$ cat src/rtl/core/gift_pkg.sv
// ----------------------------------------------------------------------------
// gift_pkg
// Shared types, constants and round functions of the GIFT-128 encrypt core.
// ----------------------------------------------------------------------------
package gift_pkg;

    // Number of cipher rounds, one pipeline stage each.
    localparam int ROUND_COUNT = 40;

    // Configuration register indexes.
    localparam int CFG_IDX_W = 1;
    localparam logic [CFG_IDX_W-1:0] REG_KEY_UPPER = 1'b0;
    localparam logic [CFG_IDX_W-1:0] REG_KEY_LOWER = 1'b1;

    typedef logic [127:0] t_block;
    typedef logic [127:0] t_key;
    typedef logic [5:0]   t_rc;

    localparam logic [3:0] SBOX [0:15] = '{
        4'h1, 4'ha, 4'h4, 4'hc, 4'h6, 4'hf, 4'h3, 4'h9,
        4'h2, 4'hd, 4'hb, 4'h7, 4'h5, 4'h0, 4'h8, 4'he
    };

    // Round constants of the 6-bit LFSR, already stepped for each round.
    localparam t_rc RC_TABLE [0:39] = '{
        6'h01, 6'h03, 6'h07, 6'h0f, 6'h1f, 6'h3e, 6'h3d, 6'h3b,
        6'h37, 6'h2f, 6'h1e, 6'h3c, 6'h39, 6'h33, 6'h27, 6'h0e,
        6'h1d, 6'h3a, 6'h35, 6'h2b, 6'h16, 6'h2c, 6'h18, 6'h30,
        6'h21, 6'h02, 6'h05, 6'h0b, 6'h17, 6'h2e, 6'h1c, 6'h38,
        6'h31, 6'h23, 6'h06, 6'h0d, 6'h1b, 6'h36, 6'h2d, 6'h1a
    };

    // S-box on all 32 nibbles.
    function automatic t_block sub_cells(input t_block s);
        t_block r;
        r = '0;
        for (int n = 0; n < 32; n++) begin
            r[4*n +: 4] = SBOX[s[4*n +: 4]];
        end
        return r;
    endfunction

    // Bit permutation: bit i moves to 4*(i/16) + 32*((3*((i%16)/4) + i%4)%4) + i%4.
    function automatic t_block perm_bits(input t_block s);
        t_block r;
        int     p;
        r = '0;
        for (int i = 0; i < 128; i++) begin
            p = ((i >> 4) << 2) + (((3 * ((i >> 2) & 3) + (i & 3)) & 3) << 5) + (i & 3);
            r[p[6:0]] = s[i];
        end
        return r;
    endfunction

    function automatic logic [15:0] ror16(input logic [15:0] x, input int n);
        logic [31:0] d;
        d = {x, x} >> n;
        return d[15:0];
    endfunction

    // Key schedule step: k7..k0 becomes (k1 ror 2)||(k0 ror 12)||k7..k2.
    function automatic t_key key_update(input t_key k);
        return {ror16(k[31:16], 2), ror16(k[15:0], 12), k[127:32]};
    endfunction

endpackage

$ cat src/rtl/core/gift_stage.sv
// ----------------------------------------------------------------------------
// gift_stage
// One GIFT-128 round followed by a pipeline register with valid tracking.
// ----------------------------------------------------------------------------
module gift_stage (
    input  logic                  i_clk,
    input  logic                  i_rst_n,
    input  logic                  i_valid,
    output logic                  o_ready,
    input  gift_pkg::t_block      i_state,
    input  logic [31:0]           i_rk_u,
    input  logic [31:0]           i_rk_v,
    input  gift_pkg::t_rc         i_rc,
    output logic                  o_valid,
    input  logic                  i_ready,
    output gift_pkg::t_block      o_state
);

    logic             r_valid;
    gift_pkg::t_block r_state;
    gift_pkg::t_block n_state;

    // The stage takes new data when it is empty or its content moves on.
    assign o_ready = !r_valid || i_ready;

    always_comb begin
        n_state = gift_pkg::perm_bits(gift_pkg::sub_cells(i_state));
        for (int i = 0; i < 32; i++) begin
            n_state[4*i+2] = n_state[4*i+2] ^ i_rk_u[i];
            n_state[4*i+1] = n_state[4*i+1] ^ i_rk_v[i];
        end
        for (int i = 0; i < 6; i++) begin
            n_state[4*i+3] = n_state[4*i+3] ^ i_rc[i];
        end
        n_state[127] = ~n_state[127];
    end

    always_ff @(posedge i_clk) begin
        if (!i_rst_n) begin
            r_valid <= 1'b0;
        end else if (o_ready) begin
            r_valid <= i_valid;
        end
    end

    always_ff @(posedge i_clk) begin
        if (o_ready && i_valid) begin
            r_state <= n_state;
        end
    end

    assign o_valid = r_valid;
    assign o_state = r_state;

endmodule

$ cat config.mk
export PLATFORM = sky130hd
export DESIGN_NAME = gift_stage
export DESIGN_NICKNAME = d
export VERILOG_FILES = /design/src/rtl/core/gift_pkg.sv /design/src/rtl/core/gift_stage.sv
export SDC_FILE = /design/constraint.sdc
export NUM_CORES = 1
export LEC_CHECK = 0
export BUFFER_PORTS_ARGS = -buffer_cell sky130_fd_sc_hd__buf_4
export CAP_MARGIN = 20
export CORE_MARGIN = 8
export CORE_UTILIZATION = 30
export DETAILED_ROUTE_END_ITERATION = 8
export PLACE_DENSITY = 0.64
export SLEW_MARGIN = 25
export SYNTH_ARGS = -nofsm -noshare
export SYNTH_HDL_FRONTEND = slang
export SYNTH_SLANG_ARGS = --single-unit
$ cat constraint.sdc
create_clock -name i_clk -period 11.4 [get_ports i_clk]
set_input_delay 2.28 -clock i_clk [delete_from_list [all_inputs] [get_ports i_clk]]
set_output_delay 2.28 -clock i_clk [all_outputs]
set_load 0.03 [all_outputs]
==> impl_metrics.json <==
{
  "status": "finished, final reports clean",
  "whs_path_depth": 2,
  "dr.pass1.iters": 6,
  "cts_tree": "yes",
  "syn2layout_area_growth_pct": 40.6,
  "grt_max_degree": 51,
  "critPathKind": "in -> out",
  "core_area_um2": 27900,
  "endpoint_kind": "output pin",
  "placed_cells": 1421,
  "clk_pin_slew_ns": 0.06,
  "min_period_ns": 5.00,
  "setup_violations": 0,
  "synth.distinct_cells": 24,
  "portBuffers": 331,
  "synth_area_leader_cell": "edfxtp_1",
  "p_leak_nw": 5.40,
  "fmax_ghz": 0.200,
  "hold-worst-slack_ns": 0.550,
  "pwr-share-clk": 0.372,
  "yosysSeqAreaShare": 0.454,
  "seqPwrFrac": 0.370,
  "overflow": 0,
  "cts.hold.buffers_added": 0,
  "grt_pass1_vias": 6555,
  "grt_pass1_wl_um": 34100,
  "fin_crit_sh": 0.439,
  "final_area_um2": 12000,
  "drive_above_1_share": 0.368,
  "min_path_type": "reg -> reg",
  "postSynthCellCount": 743,
  "io_pins": 332,
  "synth.top_cell.area_share": 0.452,
  "setup_tns_ns": 0,
  "synth_most_common_cell": "edfxtp_1",
  "p_switching_uw": 461,
  "ir_drop_mv": 0.0775,
  "critPathRequiredTime_ns": 9.12,
  "grt_util_all_layers": 0.127,
  "skew_ns": 0.00578,
  "synth_area_per_cell_um2": 11.5,
  "cts-htree-levels": 4,
  "row_count": 61,
  "wl_met2_um": 10700,
  "gp_congestion": 0.759,
  "stdcell_count": 1453,
  "synth_top_family_by_area": "multiplexers",
  "die-area_um2": 34000,
  "cap_violations": 0,
  "worstPathArrival_ns": 2.72,
  "ys_seq_elements": 129,
  "r2r_end": "o_state[64]",
  "mappedNetlistArea_um2": 8510,
  "cts_sinks": 129,
  "antenna_found_initial": 1,
  "cts_buffers": 17,
  "root_buffer": "clkbuf_16",
  "initial_core_util": 0.305,
  "die_height_um": 184,
  "ctsResizeCount": 0,
  "yosys.area_share.xor_xnor": 0.138,
  "cp_max_fo": 3,
  "tightest_slew_ns": 0.696,
  "initialDrtViolationCount": 164,
  "cts_buffer_depth": 2,
  "p_per_area_nw_per_um2": 136,
  "min_from": "o_valid",
  "combPwrFrac": 0.258,
  "finalHoldViolCount": 0,
  "synth_compound_area_frac": 0.0518,
  "grt_setup_unrepaired": "no",
  "p_int_mw": 1.16,
  "relSlewSlack": 0.536,
  "ant_nets": 0,
  "synthAdderAreaFrac": 0.0941,
  "routed.top_layer": "met5",
  "yosys-mux-area-fraction": 0.167,
  "die_w_um": 184,
  "routed-wl-met3_um": 1970,
  "p_sw_frac": 0.284,
  "fin_total_pwr_mw": 1.62,
  "holdPathEnd": "o_valid",
  "yosys_warnings": 0,
  "startpoint_type": "input pin",
  "place_hpwl_um": 18000,
  "n_antenna_cell": 0,
  "syn-num-nets": 1009,
  "async_flop_share": 0,
  "synth_edf_count": 128,
  "place_area_um2": 11300,
  "clk_latency_ns": 0.41,
  "synthSimpleGateAreaFrac": 0.0465,
  "drv_slew": 0,
  "reg2reg_slack_ns": 9.36,
  "synthTopCellsByArea": "edfxtp_1 (45%), mux2i_1 (13%), xnor2_1 (10%), ha_1 (9.4%), mux2_2 (4.1%)",
  "r2r_start": "o_valid",
  "routedWlPerCell_um": 15.1,
  "yosys-top-cells-count": "edfxtp_1 (128), mux2i_1 (107), xnor2_1 (97), inv_1 (65), ha_1 (64)",
  "fill_cells": 2707,
  "cts_setup_buffers": 0,
  "synth_ff_type": "edfxtp_1",
  "nNetsFinal": 1328,
  "drt_wl_total_um": 21900,
  "vias": 6279,
  "m1WireLength_um": 8780,
  "remaining_drc_errors": 0,
  "reg2regPathDepth": 3,
  "vias_per_cell": 4.32
}
[sequential cells by signal (all words and copies together), names as in the netlist]
signal,count
o_state,128
o_valid,1
[cells in the final DEF, fill, tap and decap left out, types with 33 or more instances in the layout]
| cell type | count |
|---|---|
| nor2_1 | 33 |
| inv_1 | 65 |
| ha_1 | 64 |
| nand2_1 | 51 |
| xor2_1 | 37 |
| mux2i_1 | 107 |
| o21ai_0 | 49 |
| a21oi_1 | 33 |
| edfxtp_1 | 128 |
| buf_4 | 332 |
| xnor2_1 | 97 |
[cell type report]
cell class / count / area, um2 / share of cell area
clock buffers: 19 / 433 / 0.0362
clock inverters: 13 / 209 / 0.0175
inverters: 65 / 244 / 0.0204
multi-input cells: 516 / 4230 / 0.354
flip-flops and latches: 129 / 3860 / 0.323
well taps: 378 / 473 / 0.0395
repair buffers: 333 / 2510 / 0.210
[stage by stage]
step | setup slack, ns | utilization
global placement | 6.40 | 0.406
global route | 6.37 | 0.430
detailed placement | 6.39 | 0.407
finish | 6.40 | 0.430
CTS | 6.39 | 0.430
floorplan | 5.30 | -
[per-layer routing]
layer / global-route usage / vias to the layer above
met5: 0 / -
met4: 0.0452 / 2
met3: 0.0488 / 21
met2: 0.220 / 197
met1: 0.139 / 2870
li1: - / 3189
[how the worst max path moves through the flow]
stage                 start         end  slack (ns)  cells past startpoint
floorplan           i_ready  o_state[0]        5.30                      2
global placement    i_ready     o_ready        6.40                      3
detailed placement  i_ready     o_ready        6.39                      3
CTS                 i_ready     o_ready        6.39                      3
global route        i_ready     o_ready        6.37                      3
finish              i_ready     o_ready        6.40                      3
[worst max-delay path, stage by stage]
cell and delay, ns:
buf_4 0.11, nand2b_1 0.16, buf_4 0.18
[power by group through the flow]
stage / Combinational [mW] / Clock, mW / Sequential [mW]
after floorplan: 0.158 / 0 / 0.707
after global placement: 0.417 / 0 / 0.611
after detailed placement: 0.426 / 0 / 0.611
after CTS: 0.426 / 0.626 / 0.602
after global routing: 0.456 / 0.648 / 0.607
final: 0.419 / 0.605 / 0.601
[kinds of logic after synthesis]
family | Yosys count
simple gates | 95
buf+inv | 98
fa+ha+maj | 64
mux | 138
compound gates | 85
xor+xnor | 134
flops | 129
No activity file was read; power rests on OpenSTA's default activity.
